File: config.mk
export PLATFORM = sky130hd
export DESIGN_NAME = gar_mac
export DESIGN_NICKNAME = d
export VERILOG_FILES = /design/src/rtl/core/gar_pkg.sv /design/src/rtl/core/gar_mac.sv
export SDC_FILE = /design/constraint.sdc
export NUM_CORES = 2
export LEC_CHECK = 0
export ABC_AREA = 1
export BUFFER_PORTS_ARGS = -buffer_cell sky130_fd_sc_hd__buf_2
export CORE_ASPECT_RATIO = 1.5
export CORE_MARGIN = 2
export CORE_UTILIZATION = 70
export CTS_CLUSTER_DIAMETER = 150
export DETAILED_ROUTE_END_ITERATION = 6
export MAX_ROUTING_LAYER = met4
export PLACE_DENSITY = 0.89
export SLEW_MARGIN = 20
export SYNTH_ARGS = -nofsm -noshare
export SYNTH_HDL_FRONTEND = slang
export SYNTH_SLANG_ARGS = --single-unit
File: constraint.sdc
create_clock -name clk_i -period 17.1 [get_ports clk_i]
set_clock_uncertainty 0.2 [all_clocks]
set_input_delay 1.71 -clock clk_i [delete_from_list [all_inputs] [get_ports clk_i]]
set_output_delay 1.71 -clock clk_i [all_outputs]
set_load 0.005 [all_outputs]
File: src/rtl/core/gar_pkg.sv
// gar_pkg: shared types, widths and constants of the gyro average/rotate/iir block
// used by gar_mac, gar_div and gyro_average_rotate_iir_top; no dependencies

package gar_pkg;

  localparam int IIR_ORDER_DEF    = 2;
  localparam int MAX_SAMPLES_DEF  = 255;

  localparam int SAMPLE_W  = 16;
  localparam int SUM_W     = 24;
  localparam int COEF_W    = 24;
  localparam int DATA_W    = 32;
  localparam int PROD_W    = COEF_W + DATA_W;
  localparam int ACC_W     = 64;
  // averaged magnitude before the count divide stays below 2^30
  localparam int QUO_W     = 30;
  localparam int CFG_IDX_W = 3;

  localparam logic [1:0] OP_GYRO  = 2'd0;
  localparam logic [1:0] OP_ACCEL = 2'd1;
  localparam logic [1:0] OP_TICK  = 2'd2;

  localparam logic [CFG_IDX_W-1:0] REG_FEED_0 = 3'd0;
  localparam logic [CFG_IDX_W-1:0] REG_FEED_1 = 3'd1;
  localparam logic [CFG_IDX_W-1:0] REG_FEED_2 = 3'd2;
  localparam logic [CFG_IDX_W-1:0] REG_BACK_1 = 3'd3;
  localparam logic [CFG_IDX_W-1:0] REG_BACK_2 = 3'd4;

  localparam logic signed [COEF_W-1:0] FEED_0_RESET   = 24'sd1048576;
  // 4096*pi/180 in q16: 1/16 deg/s to rad/s
  localparam logic signed [COEF_W-1:0] RAD_SCALE_Q16  = 24'sd4685083;
  // 0.7071 in q16
  localparam logic signed [COEF_W-1:0] HALF_SQRT2_Q16 = 24'sd46341;

  typedef struct packed {
    logic [1:0]                 opcode;
    logic signed [SAMPLE_W-1:0] sample_x;
    logic signed [SAMPLE_W-1:0] sample_y;
    logic signed [SAMPLE_W-1:0] sample_z;
  } in_word_t;

  typedef struct packed {
    logic                     valid_res;
    logic signed [DATA_W-1:0] avg_x;
    logic signed [DATA_W-1:0] avg_y;
    logic signed [DATA_W-1:0] avg_z;
    logic signed [DATA_W-1:0] filt_x;
    logic signed [DATA_W-1:0] filt_y;
    logic signed [DATA_W-1:0] filt_z;
  } out_word_t;

  typedef struct packed {
    logic mul;
    logic clr;
    logic acc;
  } mac_ctrl_t;

  typedef enum logic [3:0] {
    S_IDLE,
    S_AVG_MUL,
    S_AVG_PREP,
    S_AVG_DIV,
    S_ROT_MUL,
    S_ROT_RND,
    S_FLT_MUL,
    S_FLT_ACC,
    S_FLT_RND,
    S_EMIT
  } gar_state_e;

endpackage

File: src/rtl/core/gar_mac.sv
// gar_mac: shared signed multiplier with registered product and 64-bit accumulator
// depends on gar_pkg

module gar_mac import gar_pkg::*; (
  input  logic                     clk_i,
  input  mac_ctrl_t                ctrl_i,
  input  logic signed [COEF_W-1:0] a_i,
  input  logic signed [DATA_W-1:0] b_i,
  output logic signed [PROD_W-1:0] prod_o,
  output logic signed [ACC_W-1:0]  acc_o
);

  logic signed [PROD_W-1:0] prod_q;
  logic signed [ACC_W-1:0]  acc_q;

  always_ff @(posedge clk_i) begin
    if (ctrl_i.mul) begin
      prod_q <= PROD_W'(a_i) * PROD_W'(b_i);
    end
    // accumulate takes the product registered in the previous cycle
    if (ctrl_i.clr) begin
      acc_q <= '0;
    end else if (ctrl_i.acc) begin
      acc_q <= acc_q + ACC_W'(prod_q);
    end
  end

  assign prod_o = prod_q;
  assign acc_o  = acc_q;

endmodule

==> impl.org <==
** Worst setup path
- In this run the worst path has a maximum fanout of 32.
- Classification of the worst setup path :: input pin to flip-flop
- Critical Path Sink Type :: flip-flop
- Setup crit start kind :: input pin
- Arrival time reported for the critical path endpoint :: 8.73 ns
- Chain of cells forming the critical path :: buf_2 -> nand2_1 -> inv_1 -> fa_1 -> fa_1 -> inv_1 -> fa_1 -> inv_1 -> fa_1 -> fa_1 -> fa_1 -> inv_1 -> fa_1 -> inv_1 -> ha_1 -> nand2_1 -> nor2_1 -> nand2_1 -> nor2_2 -> nand4_1 -> o211ai_2 -> xor2_1
- The slowest stage of the critical path is the fa_1 cell.
- The largest single stage delay on the critical path is 0.68 ns.
- Top cell by count, worst path :: fa_1
- Critical path required time :: 17.14 ns

** Outcome
- Violated checks :: DRC
- The flow ran to the end, but the final reports show violations.

** Routing
- Mean number of vias per cell :: 5.91
- Wire length per cell :: 22.9 um
- Pre-Repair DR Iteration Count :: 7
- Summing over every cut layer, the via total after detailed routing is 34300.
- Wires add up to 133 mm.
- The count of nets left with antenna violations once routing finished came out at 0.
- In the routed design, unresolved DRC markers number 20.
- Violation count after the first detailed-route iteration :: 3023

** STA
- For this run, the top clock speed supported by timing is 115 MHz.
- Final number of hold-violating endpoints :: 0
- Setup repair after global routing missed its margin :: no
- Max-slew violations :: 0
- Relative slew slack :: 20.5%
- The worst path in the final design needs a cycle of 8.68 ns, including I/O delays and setup.
- Final setup vio count :: 0
- Measured slew at the worst slew-check pin :: 1.19 ns
- For the final routed database, the setup TNS stands at 0 ns.
- Fraction of the cycle the final worst path needs :: 50.8%

** Clock network
- Clock-pin slew was measured on the worst setup and hold paths at 0.06 ns.
- Root buffer cell :: clkbuf_16
- The H-tree was split into 4 levels.
- TritonCTS created 17 clock buffers.
- TritonCTS built the clock tree.
- The longest clock path from root to sink contains 2 buffers.
- Gates resized, CTS repair :: 0
- Worst-Skew Late Latency :: 0.46 ns
- Hold buffer count at CTS :: 0
- Postcts setup bufs :: 0
- # clock sinks :: 120

** Placement
- The count of buffers added on input and output ports is 179.
- After legalization and detailed placement, the total HPWL measured 105 mm.
- RD Place Congestion :: 1.03

** Global routing
- GR Layer Usage met1 :: 50.0%
- Busiest layer in global routing :: met2
- Met2 track utilization from global routing :: 80.2%
- Global routing used 17.7% of the available met3 tracks.
- Wire length of the first global-routing pass :: 203 mm
- Overflow left after global routing :: 0
- Number of antenna violations at the first check in global routing :: 4
- Overall fraction of global-route tracks in use :: 51.5%
- Largest net degree at the start of global routing :: 68
- The via count of the first global-routing pass came to 37700.

** Yosys
- The largest total area in the synthesized netlist belongs to fa_1.
- Synth top area share :: 41.8%
- Yosys printed 0 warnings.
- Sequential fraction of the synthesis area :: 7.88%
- The cell count after synthesis came out at 5041.
- After synthesis, the cell types taking the most area are fa_1 42%, inv_1 14%, nand2_1 13%.
- Cell area after technology mapping :: 37600 um2
- Count of different cell masters after synthesis :: 48
- The number of nets handed over by synthesis was 6098.
- The average instance in the mapped netlist occupies 7.45 um2.
- Synth Register Bits :: 120

** Finish
- From synthesis to final layout, the design area changed by 4.76%.
- The layout has 3920 filler cells.
- The multi-input combinational cells in the finished layout cover a total of 28500 um2.
- Most used cells in the layout excluding fill and tap cells :: 1445 x inv_1, 1324 x nand2_1, 784 x fa_1
- Most frequent standard cell in the layout excluding fill and tap cells :: inv_1
- Share of cells above drive strength 1 :: 5.98%
- Register Area :: 2960 um2
- The net count of the finished layout is 6146.

** Floorplan
- The total area inside the core boundary comes to 53400 um2.
- I/O pin count :: 180
- Full die area :: 55600 um2
- Measured along the y axis, the die boundary spans 288 um.
- The die is 193 um wide.
- Row generation in the floorplan step produced 104 rows.
- Starting density of the core :: 70.4%

** Hold path
- Type of the most critical hold path :: flip-flop to flip-flop

** Flow run
- Max-cap violations in this run came to 0.
-- kinds of logic (layout without fill, tap and decap cells) --
| group | Yosys count | in the layout | synth area share, % |
|---|---|---|---|
| AOI/OAI and AO/OA | 313 | 313 | 4.77 |
| xor gates and xnor gates | 83 | 83 | 1.93 |
| adders and majority gates | 997 | 997 | 48.9 |
| buffers and inverters | 1619 | 1680 | 16.2 |
| DFF | 120 | 120 | 7.88 |
| other | 0 | 3 | 0 |
| and+or+nand+nor | 1909 | 1909 | 20.4 |
-- routing by layer --
metal | share of wire, % | vias to the layer above | routed length, um
li1 | - | 14500 | -
met1 | 29 | 15900 | 38300
met2 | 46 | 2595 | 61800
met3 | 12 | 1237 | 16400
met4 | 12 | 0 | 16500
met5 | 0 | - | 0
-- state kept, by name, summed over array words and instances (netlist names) --
register  cells
prod_o       56
acc_o        64
-- Yosys cell counts, drive strengths merged --
cell	count
a211oi	1
a21boi	4
a21o	14
a21oi	146
a31oi	7
and2	3
and3	4
buf	3
clkbuf	154
clkinv	1
dfxtp	64
edfxtp	56
fa	784
ha	213
inv	1461
nand2	1344
nand3	118
nand3b	7
nand4	28
nor2	363
nor3	25
nor3b	1
nor4	7
o211ai	1
o21a	5
o21ai	104
o21bai	29
o221ai	1
o22ai	1
or2	9
xnor2	19
xor2	64
-- critical path, delay by kind of cell --
family | cells | cell delay (ns)
adders and majority gates | 8 | 4.09
AOI/OAI and AO/OA | 1 | 0.27
buffers and inverters | 6 | 1.17
and+or+nand+nor | 6 | 1.17
xor gates and xnor gates | 1 | 0.32
-- stage by stage --
stage	area [um2]	hold slack (ns)	std cells	setup slack [ns]	utilization [%]
after floorplan	37600	0.274	5041	9.36	-
after global placement	38800	0.269	5759	8.04	72.7
after detailed placement	38800	0.286	5759	8.02	72.7
after CTS	39400	0.296	5791	8.50	73.8
after global routing	39400	0.339	5794	8.15	73.8
final	39400	0.297	5794	8.42	73.8
-- final timing paths --
| kind | start | endpoint | slack (ns) | depth (start not counted) |
|---|---|---|---|---|
| worst max-delay path | a_i[0] | prod_o[46] | 8.42 | 22 |
| worst min-delay path | acc_o[0] | acc_o[0] | 0.30 | 2 |
| worst max register to register | prod_o[13] | acc_o[52] | 13.46 | 11 |
| worst min register to register | acc_o[0] | acc_o[0] | 0.30 | 2 |
-- final cells by class --
| class | count | share of cell area [%] |
|---|---|---|
| multi-input combinational | 3302 | 72.5 |
| inverter | 1462 | 13.9 |
| sequential | 120 | 7.53 |
| timing repair buffer | 186 | 2.41 |
| tap | 689 | 2.19 |
| clock buffer | 18 | 1.12 |
| clock inverter | 14 | 0.318 |
| antenna | 3 | 0.0191 |
Power is left out: the tool's default activity adds up to more than one toggle a clock period on the data nets, which glitch-free logic cannot reach.
