### config.mk
export PLATFORM = sky130hd
export DESIGN_NAME = gar_div
export DESIGN_NICKNAME = d
export VERILOG_FILES = /design/src/rtl/core/gar_pkg.sv /design/src/rtl/core/gar_div.sv
export SDC_FILE = /design/constraint.sdc
export NUM_CORES = 1
export LEC_CHECK = 0
export BUFFER_PORTS_ARGS = -buffer_cell sky130_fd_sc_hd__buf_2
export CORE_AREA = 2 2 78 80
export CTS_CLUSTER_DIAMETER = 40
export DETAILED_ROUTE_END_ITERATION = 8
export DIE_AREA = 0 0 80 82
export GPL_ROUTABILITY_DRIVEN = 0
export PLACE_DENSITY = 0.74
export RECOVER_POWER = 50
export SYNTH_ARGS = -nofsm -noshare
export SYNTH_HDL_FRONTEND = slang
export SYNTH_SLANG_ARGS = --single-unit
export TNS_END_PERCENT = 5
### constraint.sdc
create_clock -name clk_i -period 1.7 [get_ports clk_i]
set_clock_uncertainty 0.05 [all_clocks]
set_input_delay 0.425 -clock clk_i [delete_from_list [all_inputs] [get_ports clk_i]]
set_output_delay 0.425 -clock clk_i [all_outputs]
set_load 0.02 [all_outputs]
### src/rtl/core/gar_pkg.sv
// gar_pkg: shared types, widths and constants of the gyro average/rotate/iir block
// used by gar_mac, gar_div and gyro_average_rotate_iir_top; no dependencies

package gar_pkg;

  localparam int IIR_ORDER_DEF    = 2;
  localparam int MAX_SAMPLES_DEF  = 255;

  localparam int SAMPLE_W  = 16;
  localparam int SUM_W     = 24;
  localparam int COEF_W    = 24;
  localparam int DATA_W    = 32;
  localparam int PROD_W    = COEF_W + DATA_W;
  localparam int ACC_W     = 64;
  // averaged magnitude before the count divide stays below 2^30
  localparam int QUO_W     = 30;
  localparam int CFG_IDX_W = 3;

  localparam logic [1:0] OP_GYRO  = 2'd0;
  localparam logic [1:0] OP_ACCEL = 2'd1;
  localparam logic [1:0] OP_TICK  = 2'd2;

  localparam logic [CFG_IDX_W-1:0] REG_FEED_0 = 3'd0;
  localparam logic [CFG_IDX_W-1:0] REG_FEED_1 = 3'd1;
  localparam logic [CFG_IDX_W-1:0] REG_FEED_2 = 3'd2;
  localparam logic [CFG_IDX_W-1:0] REG_BACK_1 = 3'd3;
  localparam logic [CFG_IDX_W-1:0] REG_BACK_2 = 3'd4;

  localparam logic signed [COEF_W-1:0] FEED_0_RESET   = 24'sd1048576;
  // 4096*pi/180 in q16: 1/16 deg/s to rad/s
  localparam logic signed [COEF_W-1:0] RAD_SCALE_Q16  = 24'sd4685083;
  // 0.7071 in q16
  localparam logic signed [COEF_W-1:0] HALF_SQRT2_Q16 = 24'sd46341;

  typedef struct packed {
    logic [1:0]                 opcode;
    logic signed [SAMPLE_W-1:0] sample_x;
    logic signed [SAMPLE_W-1:0] sample_y;
    logic signed [SAMPLE_W-1:0] sample_z;
  } in_word_t;

  typedef struct packed {
    logic                     valid_res;
    logic signed [DATA_W-1:0] avg_x;
    logic signed [DATA_W-1:0] avg_y;
    logic signed [DATA_W-1:0] avg_z;
    logic signed [DATA_W-1:0] filt_x;
    logic signed [DATA_W-1:0] filt_y;
    logic signed [DATA_W-1:0] filt_z;
  } out_word_t;

  typedef struct packed {
    logic mul;
    logic clr;
    logic acc;
  } mac_ctrl_t;

  typedef enum logic [3:0] {
    S_IDLE,
    S_AVG_MUL,
    S_AVG_PREP,
    S_AVG_DIV,
    S_ROT_MUL,
    S_ROT_RND,
    S_FLT_MUL,
    S_FLT_ACC,
    S_FLT_RND,
    S_EMIT
  } gar_state_e;

endpackage

### src/rtl/core/gar_div.sv
// gar_div: restoring unsigned divider, one quotient bit per cycle
// depends on gar_pkg

module gar_div import gar_pkg::*; #(
  parameter int NUM_W = QUO_W,
  parameter int DEN_W = 8
) (
  input  logic             clk_i,
  input  logic             rst_ni,
  input  logic             start_i,
  input  logic [NUM_W-1:0] num_i,
  input  logic [DEN_W-1:0] den_i,
  output logic             done_o,
  output logic [NUM_W-1:0] quo_o
);

  localparam int CW = $clog2(NUM_W + 1);

  logic             busy_q;
  logic             done_q;
  logic [CW-1:0]    cnt_q;
  logic [DEN_W-1:0] rem_q;
  logic [DEN_W-1:0] den_q;
  logic [NUM_W-1:0] quo_q;
  logic [DEN_W:0]   trial;
  logic [DEN_W:0]   diff;
  logic             ge;

  always_comb begin
    trial = {rem_q, quo_q[NUM_W-1]};
    diff  = trial - {1'b0, den_q};
    ge    = (trial >= {1'b0, den_q});
  end

  always_ff @(posedge clk_i or negedge rst_ni) begin
    if (!rst_ni) begin
      busy_q <= 1'b0;
      done_q <= 1'b0;
      cnt_q  <= '0;
    end else begin
      done_q <= 1'b0;
      if (start_i) begin
        busy_q <= 1'b1;
        cnt_q  <= CW'(NUM_W);
      end else if (busy_q) begin
        cnt_q <= cnt_q - CW'(1);
        if (cnt_q == CW'(1)) begin
          busy_q <= 1'b0;
          done_q <= 1'b1;
        end
      end
    end
  end

  // dividend shifts out the top as quotient bits shift in at the bottom
  always_ff @(posedge clk_i) begin
    if (start_i) begin
      quo_q <= num_i;
      rem_q <= '0;
      den_q <= den_i;
    end else if (busy_q) begin
      rem_q <= ge ? diff[DEN_W-1:0] : trial[DEN_W-1:0];
      quo_q <= {quo_q[NUM_W-2:0], ge};
    end
  end

  assign done_o = done_q;
  assign quo_o  = quo_q;

endmodule

==> flow_metrics.py, run 1 <==
metrics = {
    "route": {
        "routed_wl_um": 5260,
        "drt_iter0_markers": 81,
        "drt_drc_violations_left": 0,
        "ant_nets": 0,
        "dr.pass1.iters": 4,
        "wl_per_cell_um": 14.0,
        "vias_per_cell": 5.04,
        "vias": 1890,
    },
    "global_routing": {
        "grt_remaining_overflow": 0,
        "grtUsageTotal": 0.168,
        "grt_pass1_wl_um": 8400,
        "grt_pass1_vias": 1805,
        "grt_antenna_before_repair": 0,
        "grt_max_degree": 33,
    },
    "synthesis": {
        "syn_avg_cell_area_um2": 13.1,
        "synthCells": 199,
        "yosys_warnings": 0,
        "synth_seq_area_share": 0.565,
        "synth-main-ff-cell": "edfxtp_1",
        "async_flop_share": 0.132,
        "synth-seq-cells": 53,
        "synth_edf_count": 38,
        "syn_nets": 251,
        "yosys.area.top_type_share": 0.437,
        "post-synth-top-count-cell": "edfxtp_1",
        "synth_common_cells": "edfxtp_1 (38), mux2_2 (30), nor2_1 (14)",
        "synthesis.area_mm2": 0.00261,
        "netlist.top_cell.by_area": "edfxtp_1",
        "synth_cell_types": 44,
        "synth.area.top_cells": "edfxtp_1 (44%), mux2_2 (13%), dfrtp_1 (6.7%)",
    },
    "timing": {
        "worstMarginPinSlew_ns": 0.790,
        "clock.fmax_mhz": 528,
        "setup_ws_ns": -0.195,
        "finalSetupViolations": 9,
        "whs_ns": 0.232,
        "finalHoldViolations": 0,
        "setup_tns_ns": -0.823,
        "period_share": 1.11,
        "fin_crit_ns": 1.90,
        "finalMaxSlewViolations": 0,
        "rsz0062_at_grt": "yes",
        "maxSlewHeadroom": 0.473,
    },
    "finish": {
        "multi_input_area_mm2": 0.00111,
        "fin_nets": 351,
        "fillers": 492,
        "area_growth_pct": 32.1,
        "drive_above_1_share": 0.513,
        "register_area_mm2": 0.00148,
        "final_cell_area_mm2": 0.00345,
        "antennaDiodeCount": 0,
    },
    "min_path": {
        "hold_path.class": "input port to register",
    },
    "placement": {
        "io_buffers": 71,
        "dp_hpwl_um": 3730,
        "placed_area_mm2": 0.00326,
    },
    "clock_tree": {
        "htreeDepth": 2,
        "cts_buffers": 5,
        "clock_latency_ns": 0.31,
        "cts.sinks": 53,
        "clk_pin_slew_worst_paths_ns": 0.10,
        "cts-root-buf": "clkbuf_8",
        "cts_tree": "done",
        "clock_path_buffers": 2,
    },
    "floorplanning": {
        "chipHeight_um": 82,
        "fp-row-count": 28,
        "coreArea_mm2": 0.00575,
        "die_area_mm2": 0.00656,
        "ioPinCount": 72,
        "die_x_um": 80,
        "initial_core_util": 0.455,
    },
    "pwr": {
        "power_density_mw_per_mm2": 1250,
        "comb_power_share": 0.401,
        "seq_power_share": 0.397,
        "p_sw_frac": 0.316,
        "power.internal_mw": 2.95,
        "power_mw": 4.31,
        "p_sw_mw": 1.36,
        "ir_drop_mv": 0.631,
        "pwr-share-clk": 0.202,
        "p_leak_nw": 1.49,
    },
    "flow_run": {
        "cap_violations": 0,
    },
    "setup_path": {
        "cp.required_ns": 1.88,
        "arrival_ns": 2.07,
        "max_stage_delay_ns": 0.42,
        "crit_buf_inv": 1,
        "cp-end-kind": "register",
        "critPathLaunchType": "register",
        "critPathKind": "register to register",
        "crit_chain": "inv_2 > ha_4 > fa_2 > nand2b_4 > a21oi_2 > or4_1 > and4_1 > o31ai_2",
        "cp_max_fo": 3,
        "cp_top_family": "simple AND/OR/NAND/NOR gates",
        "cp_slowest_cell": "edfxtp_1",
    },
    "run_status": {
        "status": "complete, but fails checks",
        "violations": "negative setup slack",
    },
}
cell usage in the layout (no fill, tap or decap), drive strengths merged, types with 4 or more instances in the layout:
cell type,count
a21oi,6
buf,93
clkbuf,12
dfrtp,7
dfxtp,8
edfxtp,38
ha,10
inv,15
mux2,31
mux2i,4
nand2,12
nand2b,7
nor2,14
o21ai,6
xnor2,6
layout make-up:
class	instances	area share
timing repair buffer	100	0.175
tap	75	0.0272
clock buffer	6	0.0210
clock inverter	2	0.0112
sequential	53	0.428
inverter	14	0.0152
multi-input combinational	125	0.323
registers in the layout, summed over array words and instances, names as in the netlist:
name	flops
done_o	1
den_q	8
rem_q	8
busy_q	1
cnt_q	5
quo_o	30
repair_timing:
action                                  CTS  global route
hold buffers                              1             0
gates cloned                              0             0
pin swaps                                 2             2
resized for setup                         5             6
endpoints found under the setup margin    9             9
setup buffers                             1             2
hold endpoints to repair                  7             0
cell families after synthesis:
family | Yosys count | share of synthesized area
DFF | 53 | 0.565
AOI/OAI and AO/OA | 25 | 0.0761
buffers and inverters | 21 | 0.0354
muxes | 35 | 0.150
xor gates and xnor gates | 9 | 0.0302
adders and majority gates | 11 | 0.0555
and+or+nand+nor | 45 | 0.0876
worst paths after layout:
check                      startpoint  endpoint  slack [ns]  cells after the start
min in group asynchronous      rst_ni  cnt_q[2]        0.49                      2
max                         quo_o[29]  rem_q[6]       -0.20                      8
max in group asynchronous      rst_ni  cnt_q[1]        0.83                      2
min reg2reg                  cnt_q[4]  cnt_q[4]        0.49                      2
max reg2reg                 quo_o[29]  rem_q[6]       -0.20                      8
min                          den_i[3]  den_q[3]        0.23                      1
through the flow:
step | util | setup WS (ns) | instances
detailed placement | 0.568 | -0.210 | 363
finish | 0.601 | -0.195 | 375
global route | 0.601 | -0.274 | 375
CTS | 0.598 | -0.175 | 373
global placement | 0.568 | -0.151 | 363
floorplan | - | -0.273 | 199
power by group through the flow:
stage	Combinational (mW)	Clock [mW]	Sequential, mW
after global routing	1.89	0.924	1.74
after detailed placement	1.63	0	1.73
after CTS	1.69	0.894	1.71
final	1.73	0.872	1.71
after global placement	1.59	0	1.73
after floorplan	0.924	0	1.83
metal layers:
metal,GRT usage,vias to the layer above,share of wire
met5,0,-,0
met4,0.0746,0,0.028
met3,0.0396,10,0.052
met2,0.282,55,0.49
met1,0.206,903,0.43
li1,-,922,-
Note: power is estimated with default switching activity, not from simulation.
==> inputs of run 2 (changes only) <==
Settings changed: CORE_AREA 2 2 78 80 to 2 2 72 74, CTS_BUF_LIST from default to sky130_fd_sc_hd__clkbuf_16, DIE_AREA 0 0 80 82 to 0 0 74 76, PLACE_DENSITY 0.74 to 0.82.
Clock period 1.7 ns to 2.2 ns, I/O delays scaled along.
==> run 2 against run 1 <==
Net effect:
- the run now ends clean
- maximum frequency shrank 3.7%
- worst hold slack lost 0.13 ns
- register-to-register slack gained 0.43 ns
- clock power shrank 13%
- first-iteration DRC count shrank 17%
- cell count shrank 8.0%
- utilization grew 4.5 points
- power shrank 29%
- setup slack gained 0.43 ns
==> flow_metrics.py, run 2 (synthesis results as in run 1) <==
metrics = {
    "run_status": {
        "status": "finished, final reports clean",
    },
    "clock_tree": {
        "clock_latency_ns": 0.29,
        "cts_resized": 0,
        "clock_path_buffers": 2,
        "htreeDepth": 2,
        "cts-hold-fix-buffers": 0,
        "cts-root-buf": "clkbuf_16",
        "cts.sinks": 53,
        "clk_pin_slew_worst_paths_ns": 0.07,
        "cts_setup_buffers": 0,
        "cts_buffers": 5,
        "cts_tree": "done",
    },
    "placement": {
        "placed_area_mm2": 0.00305,
        "io_buffers": 71,
        "dp_hpwl_um": 3650,
    },
    "setup_path": {
        "cp-end-kind": "register",
        "critPathKind": "register to register",
        "cp_max_fo": 3,
        "r2r_end": "rem_q[6]",
        "cp.required_ns": 2.36,
        "rr_startpoint": "quo_o[29]",
        "rrSetupSlack_ns": 0.23,
        "reg2reg_depth": 8,
        "arrival_ns": 2.13,
        "critPathLaunchType": "register",
    },
    "pwr": {
        "pwr-share-clk": 0.249,
        "ir_drop_mv": 0.571,
        "seq_power_share": 0.433,
        "power_density_mw_per_mm2": 966,
        "p_sw_mw": 0.974,
        "p_leak_nw": 1.34,
        "power_mw": 3.07,
        "p_sw_frac": 0.318,
        "power.internal_mw": 2.09,
        "comb_power_share": 0.318,
    },
    "timing": {
        "rsz0062_at_grt": "no",
        "setup_tns_ns": 0,
        "fin_crit_ns": 1.97,
        "finalSetupViolations": 0,
        "maxSlewHeadroom": 0.594,
        "clock.fmax_mhz": 508,
        "finalMaxSlewViolations": 0,
        "finalHoldViolations": 0,
        "worstMarginPinSlew_ns": 0.609,
        "period_share": 0.894,
    },
    "floorplanning": {
        "chipHeight_um": 76,
        "fp-row-count": 26,
        "ioPinCount": 72,
        "coreArea_mm2": 0.00491,
        "die_x_um": 74,
        "initial_core_util": 0.532,
        "die_area_mm2": 0.00562,
    },
    "min_path": {
        "hold_path.class": "input port to asynchronous set/reset pin",
    },
    "route": {
        "drt_drc_violations_left": 0,
        "dr.pass1.iters": 4,
        "vias": 1765,
        "drt_iter0_markers": 67,
        "vias_per_cell": 5.12,
        "wl_per_cell_um": 14.5,
        "routed_wl_um": 4990,
        "ant_nets": 0,
    },
    "finish": {
        "final_common_cell": "buf_2",
        "area_growth_pct": 21.4,
        "largest_register_ffs": 30,
        "final_cell_mix": "buf_2 (63), edfxtp_1 (38), mux2_2 (30), nor2_1 (14), inv_1 (13)",
        "fillers": 348,
        "post-route-util": 0.646,
        "fin_nets": 326,
        "final_cell_area_mm2": 0.00317,
        "antennaDiodeCount": 0,
        "drive_above_1_share": 0.415,
    },
    "global_routing": {
        "grtUsageTotal": 0.189,
        "grt_pass1_vias": 1796,
        "grt_antenna_before_repair": 0,
        "grt_max_degree": 31,
        "grt_remaining_overflow": 0,
        "grt_pass1_wl_um": 8200,
    },
    "flow_run": {
        "cap_violations": 0,
    },
}
-- run 2: cell count changes in the layout (fill, tap and decap cells not counted), sizes merged --
cell	before	now
buf	93	66
clkbuf	12	14
clkinv	0	2
bufinv	1	0
dlygate4sd3	1	0
-- run 2: cell type report --
type | count | area, µm² | area share
Timing Repair Buffer | 75 | 372 | 0.117
Tap cell | 70 | 87.6 | 0.0276
Inverter | 14 | 52.6 | 0.0166
Clock buffer | 5 | 125 | 0.0394
Clock inverter | 3 | 16.3 | 0.00512
Sequential cell | 53 | 1480 | 0.465
Multi-Input combinational cell | 125 | 1040 | 0.329
-- run 2: how the worst max path moves through the flow --
stage | startpoint | to | slack [ns]
detailed placement | quo_o[29] | rem_q[6] | 0.25
global placement | quo_o[29] | rem_q[6] | 0.31
floorplan | quo_o[29] | rem_q[6] | 0.22
CTS | quo_o[29] | rem_q[6] | 0.23
finish | quo_o[29] | rem_q[6] | 0.23
global route | quo_o[29] | rem_q[6] | 0.1
-- run 2: worst max-delay path: stages, from the launching register on --
cell and delay [ns]:
edfxtp_1 0.35, inv_1 0.06, ha_1 0.22, fa_1 0.40
nand2b_1 0.17, a21oi_1 0.18, nand3_1 0.09, and4_1 0.20
o31ai_2 0.16
-- run 2: routing by layer --
metal  share of wire  up-vias  wire [µm]  track usage
met5               0        -          0            0
met2            0.47       59       2360        0.296
met3           0.065        6        324       0.0622
li1                -      866          -            -
met4           0.015        0         73       0.0618
met1            0.45      834       2230        0.246
-- run 2: power by group through the flow --
stage	registers, mW	logic (mW)	clock network (mW)
after floorplan	1.42	0.696	0
after global placement	1.34	0.948	0
after detailed placement	1.35	0.979	0
after CTS	1.33	0.983	0.781
after global routing	1.34	1.07	0.807
final	1.33	0.975	0.763
-- run 2: per-stage QoR --
step                      instances  hold WS [ns]  setup slack [ns]
after floorplan                 199         0.204             0.222
after global placement          337         0.350             0.306
after detailed placement        337         0.347             0.251
after CTS                       345        0.0335             0.229
after global routing            345         0.142            0.0974
final                           345        0.0973             0.232
==> inputs of run 3 (changes only) <==
Settings changed: CORE_AREA 2 2 72 74 to 3 3 79 81, DIE_AREA 0 0 74 76 to 0 0 82 84, PLACE_DENSITY 0.82 to 0.74.
Clock period 2.2 ns to 1.8 ns, I/O delays scaled along.
==> run 3 against run 2 <==
Net effect:
- the run now ends with negative setup slack left
- utilization decreased by 3.6 points
- die area grew 22%
- global-route usage decreased by 2.5 points
- clock power rose by 20%
- design area rose by 6.6%
- first-iteration DRC count is 1.5% higher
- register-to-register slack lost 0.28 ns
- largest cell class unchanged
- power is 32% higher
- wire length increased by 2.7%
- critical path type unchanged
- clock-buffer cell count unchanged
- largest power group unchanged
==> flow_metrics.py, run 3 (synthesis results as in run 1) <==
metrics = {
    "floorplanning": {
        "ioPinCount": 72,
        "chipHeight_um": 84,
        "die_x_um": 82,
        "die_area_mm2": 0.00689,
        "initial_core_util": 0.472,
        "coreArea_mm2": 0.00554,
        "fp-row-count": 27,
    },
    "timing": {
        "setup_ws_ns": -0.0495,
        "maxSlewHeadroom": 0.624,
        "period_share": 1.03,
        "rsz0062_at_grt": "yes",
        "finalSetupViolations": 1,
        "setup_tns_ns": -0.0495,
        "finalHoldViolations": 0,
        "fin_crit_ns": 1.85,
        "clock.fmax_mhz": 541,
        "whs_ns": 0.285,
        "worstMarginPinSlew_ns": 0.564,
        "finalMaxSlewViolations": 0,
    },
    "setup_path": {
        "cp_max_fo": 3,
        "cp.required_ns": 1.95,
        "critPathKind": "register to register",
        "critPathLaunchType": "register",
        "arrival_ns": 2.00,
        "reg2reg_depth": 8,
        "cp-end-kind": "register",
    },
    "placement": {
        "dp_hpwl_um": 3870,
        "io_buffers": 71,
        "dp.cells": 352,
        "placed_area_mm2": 0.00321,
    },
    "route": {
        "wl_per_cell_um": 14.2,
        "ant_nets": 0,
        "dr.pass1.iters": 4,
        "vias": 1841,
        "drt_iter0_markers": 68,
        "vias_per_cell": 5.10,
        "drt_drc_violations_left": 0,
        "routed_wl_um": 5130,
    },
    "clock_tree": {
        "cts_tree": "done",
        "cts-root-buf": "clkbuf_16",
        "clock_latency_ns": 0.29,
        "clock_path_buffers": 2,
        "htreeDepth": 2,
        "cts.sinks": 53,
        "clk_pin_slew_worst_paths_ns": 0.07,
        "cts_buffers": 5,
    },
    "finish": {
        "final_cell_mix": "buf_2 (64), edfxtp_1 (38), mux2_2 (29), inv_1 (14), nor2_1 (14)",
        "final_cell_area_mm2": 0.00338,
        "final_common_cell": "buf_2",
        "finalNonFillerCells": 361,
        "antennaDiodeCount": 0,
        "drive_above_1_share": 0.474,
        "area_growth_pct": 29.4,
        "fin_nets": 340,
        "fillers": 451,
        "largest_register_ffs": 30,
    },
    "global_routing": {
        "grt_max_degree": 31,
        "grtUsageTotal": 0.164,
        "grt_remaining_overflow": 0,
        "grt_pass1_wl_um": 8830,
        "grt_antenna_before_repair": 0,
        "grt_pass1_vias": 1872,
    },
    "min_path": {
        "hold_path.class": "input port to register",
        "hold_depth": 1,
    },
    "pwr": {
        "power_density_mw_per_mm2": 1200,
        "ir_drop_mv": 0.604,
        "p_leak_nw": 1.44,
        "power_mw": 4.05,
    },
    "run_status": {
        "violations": "negative setup slack",
        "status": "complete, but fails checks",
    },
    "flow_run": {
        "cap_violations": 0,
    },
}
==> run 3: changes by cell type in the layout (fill, tap and decap cells not counted), moves of 2 or more <==
| cell | delta |
|---|---|
| buf_12 | +2 |
| buf_4 | +10 |
| clkbuf_1 | -2 |
| clkbuf_2 | +2 |
| clkinv_1 | -2 |
| ha_1 | -3 |
| ha_4 | +3 |
==> run 3: critical path: stages (launching register included) <==
cell and delay (ns):
edfxtp_1 0.39, inv_2 0.09, ha_4 0.14, fa_2 0.20, nand2b_4 0.12, a21oi_2 0.05, or4_1 0.39, and4_1 0.17
o31ai_2 0.16
==> run 3: path summary, 6_finish.rpt <==
path                            from  endpoint  slack [ns]
hold / removal              den_i[1]  den_q[1]        0.29
hold reg to reg             rem_q[6]  rem_q[6]        0.45
min in group asynchronous     rst_ni  cnt_q[0]        0.53
setup / recovery           quo_o[29]  rem_q[6]       -0.05
setup reg to reg           quo_o[29]  rem_q[6]       -0.05
max in group asynchronous     rst_ni    busy_q        0.91
==> run 3: layer usage <==
| layer | global-route usage | vias up | routed length, µm |
|---|---|---|---|
| li1 | - | 895 | - |
| met1 | 0.209 | 880 | 2160 |
| met2 | 0.259 | 58 | 2500 |
| met3 | 0.0605 | 8 | 397 |
| met4 | 0.0453 | 0 | 67 |
| met5 | 0 | - | 0 |
==> run 3: layout make-up <==
cell class,instances,area (µm²),area share
inverters,14,52.6,0.0155
clock buffers,5,125,0.0370
multi-input cells,125,1120,0.331
repair buffers,89,504,0.149
flip-flops and latches,53,1480,0.436
clock inverters,3,16.3,0.00481
well taps,72,90.1,0.0266
==> run 3: timing repair <==
action                                  4_1_cts  5_1_grt
endpoints found under the hold margin         7        0
buffers inserted                              0        0
cloned                                        0        0
gates resized for setup                       6        2
endpoints found under the setup margin        7        7
pin swaps                                     2        0
hold buffers                                  1        0
==> run 3: power breakdown <==
group / internal [mW] / switching, mW
sequential: 1.51 / 0.117
clock: 0.508 / 0.408
combinational: 0.773 / 0.734
total: 2.79 / 1.26
==> run 3: per-stage QoR <==
stage / setup slack, ns / util
global placement: -0.0542 / 0.580
finish: -0.0495 / 0.611
detailed placement: -0.107 / 0.580
floorplan: -0.173 / -
global route: -0.228 / 0.611
CTS: -0.0608 / 0.616
